===== src/design/fws_pkg.sv =====
// ----------------------------------------------------------------------------
// fws_pkg
// shared constants and types of the frequent word subsampler
// ----------------------------------------------------------------------------
package fws_pkg;

	// generator: state = state * 0x5_DEEC_E66D + 11, split in two multiplier halves
	localparam logic [31:0] LCG_MUL_LO = 32'hDEEC_E66D;
	localparam logic [31:0] LCG_MUL_HI = 32'd5;
	localparam logic [63:0] LCG_ADD    = 64'd11;

	localparam int DRAW_W     = 16;
	localparam int THRESH_W   = 48;
	localparam int CFG_DATA_W = 64;
	localparam int CHUNK_W    = 16;
	localparam int ROOT_SHIFT = 8;

	localparam logic [THRESH_W-1:0]   THRESH_RESET = 48'd65536;
	localparam logic [CFG_DATA_W-1:0] SEED_RESET   = 64'd1;

	localparam int QUEUE_DEPTH = 2;
	localparam int QPTR_W      = $clog2(QUEUE_DEPTH);

	typedef enum logic [0:0] {
		REG_THRESHOLD = 1'b0,
		REG_SEED      = 1'b1
	} cfg_reg_t;

	typedef struct packed {
		logic full;
		logic empty;
	} q_stat_t;

endpackage


===== src/design/fws_queue.sv =====
// ----------------------------------------------------------------------------
// fws_queue
// two-entry queue between the generator front and the decision back
// ----------------------------------------------------------------------------
module fws_queue #(
	parameter int W = 48
) (
	input  logic             clk,
	input  logic             arst_n,
	input  logic             push,
	input  logic [W-1:0]     wr_data,
	input  logic             pop,
	output logic [W-1:0]     rd_data,
	output fws_pkg::q_stat_t stat
);

	logic [W-1:0]              mem_q [fws_pkg::QUEUE_DEPTH];
	logic [fws_pkg::QPTR_W-1:0] wr_ptr_q, rd_ptr_q;
	logic [fws_pkg::QPTR_W:0]   cnt_q;

	always_ff @(posedge clk or negedge arst_n) begin
		if (!arst_n) begin
			wr_ptr_q <= '0;
			rd_ptr_q <= '0;
			cnt_q    <= '0;
		end else begin
			if (push) begin
				wr_ptr_q <= wr_ptr_q + 1'b1;
			end
			if (pop) begin
				rd_ptr_q <= rd_ptr_q + 1'b1;
			end
			if (push && !pop) begin
				cnt_q <= cnt_q + 1'b1;
			end else if (pop && !push) begin
				cnt_q <= cnt_q - 1'b1;
			end
		end
	end

	always_ff @(posedge clk) begin
		if (push) begin
			mem_q[wr_ptr_q] <= wr_data;
		end
	end

	assign rd_data    = mem_q[rd_ptr_q];
	assign stat.full  = (cnt_q == (fws_pkg::QPTR_W+1)'(fws_pkg::QUEUE_DEPTH));
	assign stat.empty = (cnt_q == '0);

endmodule


===== config.mk =====
export PLATFORM = sky130hd
export DESIGN_NAME = fws_queue
export DESIGN_NICKNAME = d
export VERILOG_FILES = /design/src/design/fws_pkg.sv /design/src/design/fws_queue.sv
export SDC_FILE = /design/constraint.sdc
export NUM_CORES = 1
export LEC_CHECK = 0
export BUFFER_PORTS_ARGS = -buffer_cell sky130_fd_sc_hd__buf_2
export CORE_ASPECT_RATIO = 1.4
export CORE_MARGIN = 2
export CORE_UTILIZATION = 25
export DETAILED_ROUTE_END_ITERATION = 8
export HOLD_SLACK_MARGIN = 0.1
export SETUP_SLACK_MARGIN = 0.05
export SLEW_MARGIN = 20
export SYNTH_ARGS = -nofsm -noshare
export SYNTH_HDL_FRONTEND = slang
export SYNTH_SLANG_ARGS = --single-unit

===== constraint.sdc =====
create_clock -name clk -period 4.33 [get_ports clk]
set_input_delay 0 -clock clk [delete_from_list [all_inputs] [get_ports clk]]
set_output_delay 0 -clock clk [all_outputs]
set_load 0.01 [all_outputs]

==> run summary <==
The run finished with clean final reports. The power share of the clock group is 25.9%. In the routed design, unresolved DRC markers number 0. The CTS tree is yes. The first global-routing pass estimated 11.6 mm of wire. For this block, the initial DRC count from the detailed router was 40.

For the worst setup path, the data required time is 4330 ps. The biggest area contributor in the post-synthesis netlist is edfxtp_1. The core region is 0.0144 mm^2. The combinational power share came out at 29.0%.

The peak supply drop is 0.386 mV. The maximum number of pins on one net before global-route repair is 49. At the end of routability-driven placement, the weighted congestion stood at 0.660. The die boundary width came out at 107 um. The part of the power in registers came out at 45.1%. The sum of negative setup slack came out at 0 ps. Measured along the y axis, the die boundary spans 148 um. The number of failing setup endpoints in the final timing report came out at 0. The initial standard-cell utilization of the core is 25.6%.

Clock tree synthesis found a total of 100 sinks. The final antenna-violating net count came out at 0. For this run, the number of Yosys warnings is 0.

The average vias per placed instance is 3.88. Yosys mapped the design onto 14 distinct sky130hd cell types. The largest fanout of any net on the critical path is 40. The count of final max-slew check failures was 0. After synthesis, the cell types taking the most area are edfxtp_1 (78%), mux2_2 (12%), mux2_4 (4.1%). The netlist area before placement came out at 0.00370 mm^2. The number of antenna violations at the first check in global routing came out at 0. The mean routed wirelength per cell came out at 14.1 um.

The number of endpoints with negative hold slack in the final report is 0. The cell-internal power came out at 2.17 mW. The mean cell area of the mapped netlist came out at 22.4 um^2. The power density relative to cell area came out at 576 mW/mm^2. The final HPWL from detailed placement is 4.60 mm. The headroom to the max-slew limit is 55.1%. The post-route worst hold slack is 386 ps. STA classifies the critical path startpoint as a flip-flop. The number of synthesized register bits came out at 100. The overall die area is 0.0158 mm^2. The number of iterations in the first detailed-routing pass came out at 4. Summed over all layers, the routed wires come to 7.37 mm. The fraction of power spent switching nets came out at 28.0%. The via count of the first global-routing pass is 2,269.

For this design the total switching power over the nets is 844 uW. The kind of end point of the critical path is an output port. The number of buffers added for setup after CTS came out at 0. The number of buffers on the longest clock path is 2. Synthesis produced a netlist with a net count of 218.

The port buffer count is 101. Static timing analysis puts the maximum clock frequency at 503 MHz. The post-route core utilization came out at 36.2%. After layout, the worst path uses 45.9% of the clock period. The final-stage net count came out at 380. The final clock skew is 6.17 ps. The largest single stage delay on the critical path is 560 ps. The number of diodes added for antenna fixing came out at 0.

Sequential elements use 80.7% of the synthesized area. The total number of vias came out at 2,021. The area growth from synthesis to layout came out at 41.6%. Traced cell by cell, the critical path runs through buf_4, mux2_2, buf_2. The startpoint identified for the worst register-to-register timing path is wr_ptr_q. The area share of the leading cell type in the synthesized netlist came out at 78.0%.

The fraction of final layout cells with drive strength greater than 1 is 50.6%. In this run the worst hold path is classified as primary input to flip-flop. The gate count of the mapped netlist came out at 165. At the pin with the least slew margin, the transition time is 674 ps. The number of cells on the worst reg-to-reg path is 2. The minimum period implied by the final worst setup slack came out at 1990 ps. The category of the critical setup timing path is flip-flop to output port. The total design power came out at 3.01 mW. The overflow left after global routing is 0. Following the worst setup path forward leads to its endpoint at rd_data[47]. Max-cap violations in this run came to 0. The global-route usage over all layers is 9.71%. The number of rows created at floorplan came out at 52. The deepest level of the CTS H-tree is 3. The critical path data arrival time is 1990 ps. On the critical path, the stage with the largest delay is an instance of buf_4. The clock buffer count from CTS came out at 9.

The later-pin clock latency in the skew report came out at 330 ps. Setup repair after global routing left no endpoint under its margin. The root buffer cell is clkbuf_16. The source of the critical timing path is rd_ptr_q. In this run the count of I/O pins placed on the die edge is 102. The reg-to-reg critical path endpoint is mem_q[1][35]. The reg2reg setup slack came out at 2700 ps.

The analysis attributes to cell leakage a power of 2.00 nW. The clock edge transition at the registers on the reported setup and hold paths is 70 ps.
## per-layer routing
metal / vias to the layer above / global-route usage (%) / wire [um]
met5: - / 0 / 0
met4: 0 / 3.96 / 112
met3: 6 / 2.69 / 309
met2: 56 / 17.5 / 4090
met1: 992 / 10.7 / 2860
li1: 967 / - / -
## placed cells by master (no fill, tap or decap), types with 2 or more instances in the layout
master and instances:
mux2_2 38, dfrtp_1 3, clkinv_1 2, edfxtp_1 96, clkinv_4 2, nor2_1 2, mux2_4 10, buf_4 3
buf_2 101, dlygate4sd3_1 52, clkbuf_16 9, xor2_1 4
## cell families after synthesis
family                   count (synthesis)  share of synthesized area [%]
XOR/XNOR                                 5                           1.18
buffers and inverters                    6                           1.42
multiplexers                            48                           15.6
flip-flops                             100                           80.7
AND/OR/NAND/NOR                          5                          0.711
adder cells (fa/ha/maj)                  1                          0.338
## worst max-delay path: cells and delay by family, from the launching register on
family,cells,cell delay [ps]
buf+inv,2,700
flops,1,520
mux,1,420
## layout make-up
type | instances | area, um^2
clock buffer | 10 | 229
clock inverter | 6 | 63.8
fill | 1393 | 9210
inverter | 1 | 3.75
multi-input combinational | 59 | 669
sequential | 100 | 2980
tap | 189 | 236
timing repair buffer | 156 | 1050
## power groups by stage
stage          clock network, mW  registers [mW]  logic [mW]
6_report                   0.780            1.36       0.875
3_3_place_gp                   0            1.37       0.853
5_1_grt                    0.844            1.38       0.953
2_1_floorplan                  0            1.36       0.587
4_1_cts                    0.808            1.36       0.904
3_5_place_dp                   0            1.38       0.865
## repair_timing
| item | 4_1_cts | 5_1_grt |
|---|---|---|
| endpoints found under the hold margin | 103 | 0 |
| hold buffers | 52 | 0 |
| resized for setup | 0 | 0 |
## per-stage QoR
stage          instance area [um^2]  worst slack (ps)  instances
2_1_floorplan                  3700              1330        165
3_3_place_gp                   4420              2660        453
3_5_place_dp                   4420              2640        453
4_1_cts                        5240              2280        521
5_1_grt                        5240              2220        521
6_report                       5240              2340        521
## state kept, by name (all words and copies together) (netlist names)
name / flops
cnt_q: 2
mem_q: 96
rd_ptr_q: 1
wr_ptr_q: 1
## how the worst min path moves through the flow
stage	startpoint	to	slack [ps]	depth (start not counted)
after global routing	wr_data[1]	mem_q[0][1]	390	2
final	wr_data[30]	mem_q[0][30]	390	2
after floorplan	arst_n	cnt_q[0]	-300	0
after detailed placement	arst_n	cnt_q[1]	-170	1
after global placement	arst_n	cnt_q[1]	-170	1
after CTS	wr_data[30]	mem_q[0][30]	370	2
## cells in the mapped netlist, drive strengths merged
master / instances
mux2: 48
xor2: 4
edfxtp: 96
buf: 5
and2: 1
xnor2: 1
nor2b: 2
dfrtp: 4
ha: 1
nor2: 2
inv: 1
No activity file was read; power rests on OpenSTA's default activity.
