$ cat config.mk
export PLATFORM = sky130hd
export DESIGN_NAME = fws_front
export DESIGN_NICKNAME = d
export VERILOG_FILES = /design/src/design/fws_pkg.sv /design/src/design/fws_front.sv
export SDC_FILE = /design/constraint.sdc
export NUM_CORES = 2
export LEC_CHECK = 0
export ABC_AREA = 1
export BUFFER_PORTS_ARGS = -buffer_cell sky130_fd_sc_hd__buf_4
export CORE_ASPECT_RATIO = 0.7
export CORE_MARGIN = 4
export CORE_UTILIZATION = 59
export DETAILED_ROUTE_END_ITERATION = 12
export HOLD_SLACK_MARGIN = 0.08
export PLACE_DENSITY = 0.8
export REMOVE_ABC_BUFFERS = 1
export SETUP_SLACK_MARGIN = 0.4
export SYNTH_ARGS = -nofsm -noshare
export SYNTH_HDL_FRONTEND = slang
export SYNTH_SLANG_ARGS = --single-unit
$ cat constraint.sdc
create_clock -name clk -period 8.09 [get_ports clk]
set_clock_uncertainty 0.2 [all_clocks]
set_input_delay 1.618 -clock clk [delete_from_list [all_inputs] [get_ports clk]]
set_output_delay 1.618 -clock clk [all_outputs]
set_load 0.005 [all_outputs]
$ cat src/design/fws_pkg.sv
// ----------------------------------------------------------------------------
// fws_pkg
// shared constants and types of the frequent word subsampler
// ----------------------------------------------------------------------------
package fws_pkg;

	// generator: state = state * 0x5_DEEC_E66D + 11, split in two multiplier halves
	localparam logic [31:0] LCG_MUL_LO = 32'hDEEC_E66D;
	localparam logic [31:0] LCG_MUL_HI = 32'd5;
	localparam logic [63:0] LCG_ADD    = 64'd11;

	localparam int DRAW_W     = 16;
	localparam int THRESH_W   = 48;
	localparam int CFG_DATA_W = 64;
	localparam int CHUNK_W    = 16;
	localparam int ROOT_SHIFT = 8;

	localparam logic [THRESH_W-1:0]   THRESH_RESET = 48'd65536;
	localparam logic [CFG_DATA_W-1:0] SEED_RESET   = 64'd1;

	localparam int QUEUE_DEPTH = 2;
	localparam int QPTR_W      = $clog2(QUEUE_DEPTH);

	typedef enum logic [0:0] {
		REG_THRESHOLD = 1'b0,
		REG_SEED      = 1'b1
	} cfg_reg_t;

	typedef struct packed {
		logic full;
		logic empty;
	} q_stat_t;

endpackage

$ cat src/design/fws_front.sv
// ----------------------------------------------------------------------------
// fws_front
// accepts a word count, advances the 64-bit generator, queues count and draw
// ----------------------------------------------------------------------------
module fws_front #(
	parameter int COUNT_BITS = 32
) (
	input  logic                           clk,
	input  logic                           arst_n,
	input  logic                           in_valid,
	output logic                           in_stall,
	input  logic [COUNT_BITS-1:0]          word_count,
	input  logic                           seed_we,
	input  logic [fws_pkg::CFG_DATA_W-1:0] seed_data,
	input  fws_pkg::q_stat_t               q_stat,
	output logic                           q_push,
	output logic [COUNT_BITS-1:0]          q_cn,
	output logic [fws_pkg::DRAW_W-1:0]     q_draw
);

	typedef enum logic [2:0] {
		FR_IDLE,
		FR_LO,
		FR_HI,
		FR_COMB,
		FR_PUSH
	} fr_state_t;

	fr_state_t                      state_q;
	logic [63:0]                    rng_state_q;
	logic [COUNT_BITS-1:0]          cn_q;
	logic [63:0]                    p0_q;
	logic [31:0]                    p1_q;
	logic [31:0]                    mul_a;
	logic [63:0]                    mul_p;
	logic [31:0]                    hi_word;
	logic [63:0]                    rng_next;

	// one 32x32 multiplier, low half of the state first
	assign mul_a    = (state_q == FR_LO) ? rng_state_q[31:0] : rng_state_q[63:32];
	assign mul_p    = {32'b0, mul_a} * {32'b0, fws_pkg::LCG_MUL_LO};
	assign hi_word  = p1_q + 32'(rng_state_q[31:0] * fws_pkg::LCG_MUL_HI);
	assign rng_next = p0_q + {hi_word, 32'b0} + fws_pkg::LCG_ADD;

	always_ff @(posedge clk or negedge arst_n) begin
		if (!arst_n) begin
			state_q     <= FR_IDLE;
			rng_state_q <= fws_pkg::SEED_RESET;
		end else begin
			unique case (state_q)
				FR_IDLE: begin
					if (in_valid) begin
						cn_q    <= word_count;
						state_q <= FR_LO;
					end
				end
				FR_LO: begin
					p0_q    <= mul_p;
					state_q <= FR_HI;
				end
				FR_HI: begin
					p1_q    <= mul_p[31:0];
					state_q <= FR_COMB;
				end
				FR_COMB: begin
					state_q <= FR_PUSH;
				end
				FR_PUSH: begin
					if (!q_stat.full) begin
						state_q <= FR_IDLE;
					end
				end
				default: state_q <= FR_IDLE;
			endcase
			// a seed write wins over the generator step
			if (seed_we) begin
				rng_state_q <= seed_data;
			end else if (state_q == FR_COMB) begin
				rng_state_q <= rng_next;
			end
		end
	end

	assign in_stall = (state_q != FR_IDLE);
	assign q_push   = (state_q == FR_PUSH) && !q_stat.full;
	assign q_cn     = cn_q;
	assign q_draw   = rng_state_q[fws_pkg::DRAW_W-1:0];

endmodule

==> metrics.txt <==
Post-DRT Antenna Nets=0; Gate Count Post-Synth=4280; layout cells sized above 1=21.3%; per-cell routed wire length=24.5 um; crit start category=flip-flop; Seq/Total Area, Yosys=15.6%; clock latency on the worst-skew pair=480 ps; Initial Utilization=60.3%; detailed placement HPWL=117000 um; Final Util=73.3%; first-pass GRT wire length=198000 um; antenna violations before repair=2; Area Overhead vs Synth=21.7%; most used cell, CP=fa_1; Total GRT Usage=42.7%; slowest stage delay, CP=620 ps; I/O Pins=152; Post-synth EDFFs=128; final cell count without fillers=5649; clk sinks=195; total routed wirelength=138000 um; relative slew slack=8.51%; vias per cell=5.68; reg-to-reg slack, setup=250 ps; Max Cap Viol=0; Synthesis Warnings=0; Worst EP arrival=7880 ps; hold depth=2; WP buf/inv=14; # diodes=0; 1st-iter DRT viols=4030; CTS Buf Count=17; via count=32076; R2R depth=33; Final Hold Viols=0; cell total after placement=5555; cell area after synthesis=35500 um2; period utilization=96.9%; Synth Flop Type=edfxtp_1; die area=64200 um2; fin crit period=7840 ps; Hold-fix buffers, CTS=0; Slowest cell on crit path=fa_2; Bufs on Longest Clock Path=2; Mapped Avg Cell Area=8.29 um2; vias in the first global route=31568; worst path required time=8130 ps; maximum number of pins on one net before global-route repair=65; worst hold path type=flip-flop to flip-flop; die width=301 um; CTS tree=done; Clk Tree Root Cell=clkbuf_16; crit path capture type=flip-flop; count of cell types in the netlist=52; Hold Startpoint=rng_state_q[51]; Clock Pin Slew Worst Setup and Hold Paths=90 ps; Worst path top cell family by delay=adder cells; Final Setup Violations=0; global placement routability congestion=1.13; Hold EP=rng_state_q[51]; buffers added on ports=150; Final nets=5926; core footprint=58900 um2; Async SR Flop Fraction=34.4%; RSZ-0062 raised after global routing=yes; Die Ht=213 um; Initial DRT Pass Iterations=8; CP max FO=8; setup_tns=0 ps; drt drc=0; CP Depth=33; maximum clock frequency=128 MHz; R2R Path Start=state_q[2]; WS Path Type=flip-flop to flip-flop; Core Rows=74; worst slew pin tran=1360 ps; fill count=4479; H-tree levels=4; Max Slew Vio Count=0; GRT overflow=0; worst r2r dst=p0_q[58]; flops & latches, synth=195; status=finished, final reports clean
==> through the flow <==
step / worst slack, ps / hold slack [ps] / instance area, um2
after global routing: 78.5 / 303 / 43200
after CTS: 394 / 287 / 41300
after global placement: -329 / 262 / 40200
final: 250 / 285 / 43200
after detailed placement: -408 / 266 / 40200
after floorplan: -697 / 249 / 35200
==> worst register-to-register path: cells and delay by family, from the launching register on <==
kind                       cells  cell delay, ps
adders and majority gates      9            4180
buffers and inverters         14            1670
AOI/OAI and AO/OA              5             830
DFF                            1             400
and+or+nand+nor                5             330
==> state kept, by name (all words and copies together), names as in the netlist <==
register,cells
p0_q,64
rng_state_q,64
p1_q,32
q_cn,32
state_q,3
==> logic make-up (layout without fill, tap and decap cells) <==
group,count (synthesis),after routing,synth area share [%]
buffers and inverters,1248,1819,13.4
AOI/OAI and AO/OA,438,438,6.79
xor gates and xnor gates,106,106,2.62
and+or+nand+nor,1307,1307,15.3
adders and majority gates,986,986,46.3
DFF,195,195,15.6
==> Yosys cell counts, types with 2 or more instances <==
master | n | area, um2
o211ai_2 | 2 | 25.0
a21oi_1 | 169 | 846
nand2_2 | 15 | 93.8
o21ai_2 | 3 | 26.3
nand3_1 | 141 | 706
o21a_1 | 7 | 52.6
xor2_1 | 74 | 648
a31oi_1 | 15 | 93.8
buf_2 | 10 | 50.1
buf_4 | 16 | 120
dfrtp_1 | 66 | 1650
nor2_2 | 11 | 68.8
buf_1 | 3 | 11.3
edfxtp_1 | 128 | 3840
nor3_1 | 30 | 150
and2_1 | 2 | 12.5
o2111ai_1 | 2 | 17.5
o22ai_1 | 10 | 62.6
and3_1 | 2 | 12.5
xnor2_1 | 32 | 280
inv_1 | 1192 | 4470
o21ai_0 | 160 | 801
nor2_1 | 363 | 1360
o21bai_1 | 20 | 150
nor2_4 | 5 | 56.3
inv_2 | 6 | 22.5
nor4_1 | 2 | 12.5
o21ai_1 | 24 | 120
clkbuf_1 | 20 | 75.1
nand2_1 | 673 | 2530
ha_1 | 440 | 5510
o211ai_1 | 5 | 37.5
fa_1 | 546 | 10900
a21o_1 | 13 | 97.6
or2_2 | 2 | 12.5
nor3_2 | 2 | 20.0
a21boi_0 | 3 | 22.5
nand4_1 | 48 | 300
nand3b_1 | 5 | 37.5
==> area by class of cell <==
cell class | instances | area (um2) | area share (%)
inverters | 1198 | 4550 | 10.5
multi-input cells | 2837 | 26900 | 62.2
well taps | 798 | 998 | 2.31
flip-flops and latches | 195 | 5520 | 12.8
repair buffers | 589 | 4660 | 10.8
clock inverters | 15 | 156 | 0.362
clock buffers | 17 | 425 | 0.985
==> cell usage in the layout (no fill, tap or decap), types with 13 or more instances in the layout <==
cell type,count
o21bai_1,17
xor2_1,68
inv_2,67
buf_6,27
inv_1,1114
fa_2,31
nor3_1,19
xnor2_1,31
a21oi_1,141
nor2_1,297
o21ai_1,49
edfxtp_1,128
a21oi_2,21
ha_1,396
o21ai_2,27
ha_4,34
a21o_1,13
dfrtp_1,65
nand3_1,125
nor2_4,38
fa_1,515
clkinvlp_4,13
nand2_1,637
clkbuf_16,18
nor2_2,44
buf_4,551
o21ai_0,104
nand4_1,48
nand2_2,41
==> worst max-delay path by stage <==
| stage | start | endpoint | slack [ps] |
|---|---|---|---|
| 2_1_floorplan | state_q[1] | p0_q[56] | -700 |
| 3_3_place_gp | state_q[2] | p0_q[63] | -330 |
| 3_5_place_dp | state_q[2] | p0_q[60] | -410 |
| 4_1_cts | state_q[1] | p1_q[26] | 390 |
| 5_1_grt | state_q[2] | p0_q[58] | 80 |
| 6_report | state_q[2] | p0_q[58] | 250 |
==> per-layer routing <==
layer | GRT usage (%) | share of wire [%] | routed length, um | vias to the layer above
li1 | - | - | - | 14139
met1 | 63.3 | 41 | 57300 | 15482
met2 | 53.1 | 37 | 51200 | 2189
met3 | 22.9 | 18 | 25100 | 250
met4 | 11.4 | 3.1 | 4290 | 16
met5 | 2.60 | 0.30 | 417 | -
==> timing repair <==
item,CTS,global route
endpoints found under the setup margin,58,56
setup buffers,16,45
gates resized for setup,97,426
pin swaps,19,126
gates cloned,0,1
Power is not shown: default switching activity piles up to over one toggle a cycle in this logic, so the estimate is an artifact.
