==> config.mk <==
export PLATFORM = sky130hd
export DESIGN_NAME = fws_back
export DESIGN_NICKNAME = d
export VERILOG_FILES = /design/src/design/fws_pkg.sv /design/src/design/fws_back.sv
export SDC_FILE = /design/constraint.sdc
export NUM_CORES = 2
export LEC_CHECK = 0
export BUFFER_PORTS_ARGS = -buffer_cell sky130_fd_sc_hd__buf_4
export CAP_MARGIN = 0
export CORE_MARGIN = 5
export CORE_UTILIZATION = 70
export CTS_CLUSTER_DIAMETER = 100
export CTS_CLUSTER_SIZE = 25
export DETAILED_ROUTE_END_ITERATION = 7
export PLACE_DENSITY = 0.95
export SLEW_MARGIN = 20
export SYNTH_ARGS = -nofsm -noshare
export SYNTH_HDL_FRONTEND = slang
export SYNTH_SLANG_ARGS = --single-unit
==> constraint.sdc <==
create_clock -name clk -period 21.5 [get_ports clk]
set_input_delay 6.45 -clock clk [delete_from_list [all_inputs] [get_ports clk]]
set_output_delay 6.45 -clock clk [all_outputs]
set_load 0.005 [all_outputs]
==> src/design/fws_pkg.sv <==
// ----------------------------------------------------------------------------
// fws_pkg
// shared constants and types of the frequent word subsampler
// ----------------------------------------------------------------------------
package fws_pkg;

	// generator: state = state * 0x5_DEEC_E66D + 11, split in two multiplier halves
	localparam logic [31:0] LCG_MUL_LO = 32'hDEEC_E66D;
	localparam logic [31:0] LCG_MUL_HI = 32'd5;
	localparam logic [63:0] LCG_ADD    = 64'd11;

	localparam int DRAW_W     = 16;
	localparam int THRESH_W   = 48;
	localparam int CFG_DATA_W = 64;
	localparam int CHUNK_W    = 16;
	localparam int ROOT_SHIFT = 8;

	localparam logic [THRESH_W-1:0]   THRESH_RESET = 48'd65536;
	localparam logic [CFG_DATA_W-1:0] SEED_RESET   = 64'd1;

	localparam int QUEUE_DEPTH = 2;
	localparam int QPTR_W      = $clog2(QUEUE_DEPTH);

	typedef enum logic [0:0] {
		REG_THRESHOLD = 1'b0,
		REG_SEED      = 1'b1
	} cfg_reg_t;

	typedef struct packed {
		logic full;
		logic empty;
	} q_stat_t;

endpackage

==> src/design/fws_back.sv <==
// ----------------------------------------------------------------------------
// fws_back
// count times threshold, serial floor root, keep decision, result register
// ----------------------------------------------------------------------------
module fws_back #(
	parameter int COUNT_BITS = 32
) (
	input  logic                         clk,
	input  logic                         arst_n,
	input  fws_pkg::q_stat_t             q_stat,
	output logic                         q_pop,
	input  logic [COUNT_BITS-1:0]        q_cn,
	input  logic [fws_pkg::DRAW_W-1:0]   q_draw,
	input  logic [fws_pkg::THRESH_W-1:0] threshold,
	output logic                         out_valid,
	input  logic                         out_stall,
	output logic                         keep,
	output logic [fws_pkg::DRAW_W-1:0]   random_draw
);

	localparam int PROD_W  = COUNT_BITS + fws_pkg::THRESH_W;
	localparam int ROOT_W  = (PROD_W + 1) / 2;
	localparam int RAD_W   = 2 * ROOT_W;
	localparam int REM_W   = ROOT_W + 2;
	localparam int STEP_W  = $clog2(ROOT_W);
	localparam int N_CHUNK = fws_pkg::THRESH_W / fws_pkg::CHUNK_W;
	localparam int CHK_W   = $clog2(N_CHUNK);
	localparam int PART_W  = COUNT_BITS + fws_pkg::CHUNK_W;
	localparam int LHS_W   = fws_pkg::DRAW_W + COUNT_BITS;
	localparam int SUM_W   = (fws_pkg::THRESH_W > ROOT_W + fws_pkg::ROOT_SHIFT) ?
		fws_pkg::THRESH_W : ROOT_W + fws_pkg::ROOT_SHIFT;
	localparam int RHS_W   = SUM_W + 1;
	localparam int CMP_W   = (LHS_W > RHS_W) ? LHS_W : RHS_W;

	typedef enum logic [1:0] {
		BK_IDLE,
		BK_MUL,
		BK_ROOT,
		BK_CMP
	} bk_state_t;

	bk_state_t                   state_q;
	logic [COUNT_BITS-1:0]       cn_q;
	logic [fws_pkg::DRAW_W-1:0]  draw_q;
	logic [CHK_W-1:0]            chunk_q;
	logic [STEP_W-1:0]           step_q;
	logic [RAD_W-1:0]            rad_q;
	logic [REM_W-1:0]            rem_q;
	logic [ROOT_W-1:0]           root_q;
	logic [LHS_W-1:0]            lhs_q;
	logic                        out_valid_q;
	logic                        keep_q;
	logic [fws_pkg::DRAW_W-1:0]  draw_out_q;

	logic [PART_W-1:0]           part;
	logic [REM_W-1:0]            rem_sh;
	logic [REM_W-1:0]            trial;
	logic                        fits;
	logic [CMP_W-1:0]            rhs;
	logic                        keep_next;
	logic                        out_free;

	// one 16-bit slice of the threshold per cycle, high slice first
	assign part = PART_W'(cn_q) *
		PART_W'(threshold[chunk_q*fws_pkg::CHUNK_W +: fws_pkg::CHUNK_W]);

	// restoring root: two radicand bits per step
	assign rem_sh = {rem_q[REM_W-3:0], rad_q[RAD_W-1 -: 2]};
	assign trial  = {root_q, 2'b01};
	assign fits   = (rem_sh >= trial);

	assign rhs       = CMP_W'(threshold) + (CMP_W'(root_q) << fws_pkg::ROOT_SHIFT);
	assign keep_next = (CMP_W'(lhs_q) <= rhs);
	assign out_free  = !out_valid_q || !out_stall;
	assign q_pop     = (state_q == BK_IDLE) && !q_stat.empty;

	always_ff @(posedge clk or negedge arst_n) begin
		if (!arst_n) begin
			state_q     <= BK_IDLE;
			out_valid_q <= 1'b0;
			chunk_q     <= '0;
			step_q      <= '0;
		end else begin
			// result register: load on a finished beat, clear once taken
			if (state_q == BK_CMP && out_free) begin
				out_valid_q <= 1'b1;
			end else if (!out_stall) begin
				out_valid_q <= 1'b0;
			end
			unique case (state_q)
				BK_IDLE: begin
					if (!q_stat.empty) begin
						cn_q    <= q_cn;
						draw_q  <= q_draw;
						rad_q   <= '0;
						chunk_q <= CHK_W'(N_CHUNK - 1);
						state_q <= BK_MUL;
					end
				end
				BK_MUL: begin
					rad_q <= (rad_q << fws_pkg::CHUNK_W) + RAD_W'(part);
					lhs_q <= LHS_W'(cn_q) * LHS_W'(draw_q);
					if (chunk_q == '0) begin
						rem_q   <= '0;
						root_q  <= '0;
						step_q  <= STEP_W'(ROOT_W - 1);
						state_q <= BK_ROOT;
					end else begin
						chunk_q <= chunk_q - 1'b1;
					end
				end
				BK_ROOT: begin
					rad_q <= rad_q << 2;
					if (fits) begin
						rem_q  <= rem_sh - trial;
						root_q <= {root_q[ROOT_W-2:0], 1'b1};
					end else begin
						rem_q  <= rem_sh;
						root_q <= {root_q[ROOT_W-2:0], 1'b0};
					end
					if (step_q == '0) begin
						state_q <= BK_CMP;
					end else begin
						step_q <= step_q - 1'b1;
					end
				end
				BK_CMP: begin
					if (out_free) begin
						keep_q      <= keep_next;
						draw_out_q  <= draw_q;
						state_q     <= BK_IDLE;
					end
				end
				default: state_q <= BK_IDLE;
			endcase
		end
	end

	assign out_valid   = out_valid_q;
	assign keep        = keep_q;
	assign random_draw = draw_out_q;

endmodule

==> flow_metrics.tcl <==
set metrics [dict create \
    ff2ff_setup_slack_ps 11220 \
    synth-seq-area-share_pct 16.91 \
    first_pass_iters 7 \
    cts_tree "built" \
    dp.cells 6328 \
    setup_tns_ps 0 \
    cts_buffers 22 \
    drc 15 \
    routed_via_density 6.370 \
    cap_violations 0 \
    cts_sinks 284 \
    crit_path_end_kind "register" \
    post_cts_buffers 0 \
    criticalPathCategory "in -> reg" \
    reg2reg_from "chunk_q[1]" \
    hold_viol 0 \
    place_congestion 0.9654 \
    synth_seq_cells 284 \
    portBuffers 118 \
    worst_skew_pair.late_latency_ps 600 \
    synth_cell_types 75 \
    violations "DRC" \
    cp-start-kind "primary input" \
    hold_end "random_draw[14]" \
    worst_pin_slew_ps 1175 \
    critPathRequiredTime_ps 21850 \
    nNetsFinal 6767 \
    clk_pin_slew_worst_paths_ps 100 \
    report.final.setup_viol 0 \
    synth_edf_count 273 \
    dp_hpwl_mm 106.0 \
    drive_above_1_share_pct 4.946 \
    cp_max_fo 32 \
    ys.flop_type "edfxtp_1" \
    status "finished, violations left" \
    hold_ws_ps 478.8 \
    core-area_sq_um 71240 \
    min_path_cells 0 \
    synth.cell_area_sq_um 50120 \
    grtUsageTotal_pct 37.57 \
    cts_hold_buf 0 \
    finalCritPeriodShare_pct 65.93 \
    async_flop_share_pct 3.873 \
    placed_area_sq_um 51780 \
    antenna_found_initial 3 \
    syn_inst 5457 \
    skew_ps 22.33 \
    num_rows 98 \
    fill_cells 4461 \
    maxSlewViolCount 0 \
    die-width_um 277.6 \
    period_minus_slack_ps 14170 \
    io_pins 120 \
    synth.most_common_cell "inv_1" \
    yosys_warnings 0 \
    initial_core_util_pct 70.35 \
    fin_area_sq_um 52640 \
    rr_worst_depth 26 \
    area_growth_pct 5.038 \
    ctsRootBufferMaster "clkbuf_16" \
    syn_area_per_cell_sq_um 9.184 \
    grt_pass1_vias 44570 \
    grt_max_degree 84 \
    fmax_mhz 70.55 \
    synth.top_cell.area_share_pct 34.71 \
    clk_path_buf_depth 3 \
    drt_iter0_markers 4549 \
    maxSlewHeadroom_pct 21.39 \
    dieHeight_um 277.6 \
    ctsResizeCount 0 \
    yosys.area.top_type "fa_1" \
    postRouteAntennaNets 0 \
    rsz0062_at_grt "no" \
    routedWlPerCell_um 22.77 \
    crit_arrival_ps 14530 \
    vias 40600 \
    hold_path.class "reg -> reg" \
    syn_nets 6821 \
    grt.overflow.total 0 \
    min_from "draw_q[14]" \
    stdcell_count 6373 \
    grt_first_pass_wirelength_mm 231.0 \
    reg2reg_to "rad_q[77]" \
    htree_levels 1 \
    synthTopCellsByArea "fa_1, edfxtp_1, ha_1" \
    design.die.area_sq_um 77050 \
    ys_top_cells_by_count "inv_1, fa_1, nand2_1" \
    drt-total-wl_mm 145.1 \
]
==> flip-flops by register name, indices dropped and copies added, names as in the netlist <==
| signal | count |
|---|---|
| rad_q | 80 |
| lhs_q | 48 |
| rem_q | 40 |
| root_q | 40 |
| cn_q | 32 |
| draw_q | 16 |
| random_draw | 16 |
| step_q | 6 |
| chunk_q | 2 |
| state_q | 2 |
| keep | 1 |
| out_valid | 1 |
==> critical path, stage by stage <==
cell and delay (ps):
buf_4 110, mux2i_1 390, o21ai_2 90, buf_4 310, and2_1 250, fa_1 540
inv_1 60, fa_1 510, fa_1 510, inv_1 50, fa_1 490, fa_1 550
inv_1 50, fa_1 540, inv_1 50, ha_1 450, and3_1 260, and3_1 190
nand4_1 150, a2111oi_0 830, o21ba_2 270, o21ai_0 210, a2bb2oi_2 300, nor4b_1 490
nor2_1 90, a221o_1 270
==> kinds of logic after synthesis <==
kind of cell	after synthesis	synth area share (%)
adders and majority gates	1263	44.55
and+or+nand+nor	1659	15.58
AOI/OAI and AO/OA	669	8.601
xor gates and xnor gates	181	3.163
muxes	52	1.039
buffers and inverters	1349	10.16
DFF	284	16.91
==> final cells by class <==
| class | count | area (sq um) | share of cell area, % |
|---|---|---|---|
| flip-flops and latches | 284 | 8473 | 16.10 |
| clock buffers | 23 | 554.3 | 1.053 |
| multi-input cells | 3824 | 36640 | 69.60 |
| diodes | 5 | 12.51 | 0.02377 |
| well taps | 950 | 1189 | 2.258 |
| inverters | 1079 | 4050 | 7.694 |
| repair buffers | 192 | 1461 | 2.776 |
| clock inverters | 16 | 262.8 | 0.4991 |
==> through the flow <==
| step | util [%] | setup WS (ps) |
|---|---|---|
| 2_1_floorplan | - | 8409 |
| 3_3_place_gp | 72.68 | 6985 |
| 3_5_place_dp | 72.68 | 6799 |
| 4_1_cts | 73.82 | 7345 |
| 5_1_grt | 73.87 | 6997 |
| 6_report | 73.89 | 7325 |
==> per-layer routing <==
metal  track usage, %  routed length, um  up-vias
met4            26.11              13380        2
met3            10.12              16520     1123
met1            42.87              46830    19570
met2            61.86              68360     3022
li1                 -                  -    16880
met5                0                  9        -
==> worst max path at each step <==
stage,startpoint,to,slack (ps),depth (start not counted)
final,threshold[22],rad_q[77],7330,26
after global routing,threshold[22],rad_q[77],7000,26
after CTS,threshold[22],rad_q[77],7350,26
after detailed placement,threshold[22],rad_q[77],6800,26
after global placement,threshold[22],rad_q[77],6980,26
after floorplan,threshold[28],rad_q[77],8410,25
==> cells in the final DEF (no fill, tap or decap), types with 5 or more instances in the layout <==
master	synthesis	layout
a211oi_1	22	22
nand4_1	42	42
edfxtp_1	273	273
mux2i_1	52	52
nor4_1	7	7
nand3b_1	5	5
a21o_1	118	118
o21bai_1	24	24
buf_4	1	191
a221o_1	8	8
o31ai_1	9	9
diode_2	0	5
nor2b_1	47	47
a221oi_1	7	7
nand2b_1	25	25
nand3_1	49	49
and3_1	29	29
and2_1	377	374
o21ai_0	160	147
o221ai_1	7	7
dfrtp_1	11	11
a21boi_0	5	5
clkbuf_16	0	22
xnor2_1	103	103
a41oi_1	7	7
ha_1	394	394
xor2_1	78	78
nand2_1	853	853
and4_1	11	11
a22oi_1	25	25
nor3_1	29	29
inv_1	1079	1078
o211ai_1	12	12
o21ai_2	1	17
fa_1	869	869
a31oi_1	25	25
nor2_1	161	161
o21a_1	30	30
or2_2	5	5
a21oi_1	162	161
Power is left out: the tool's default activity adds up to more than one toggle a clock period on the data nets, which glitch-free logic cannot reach.
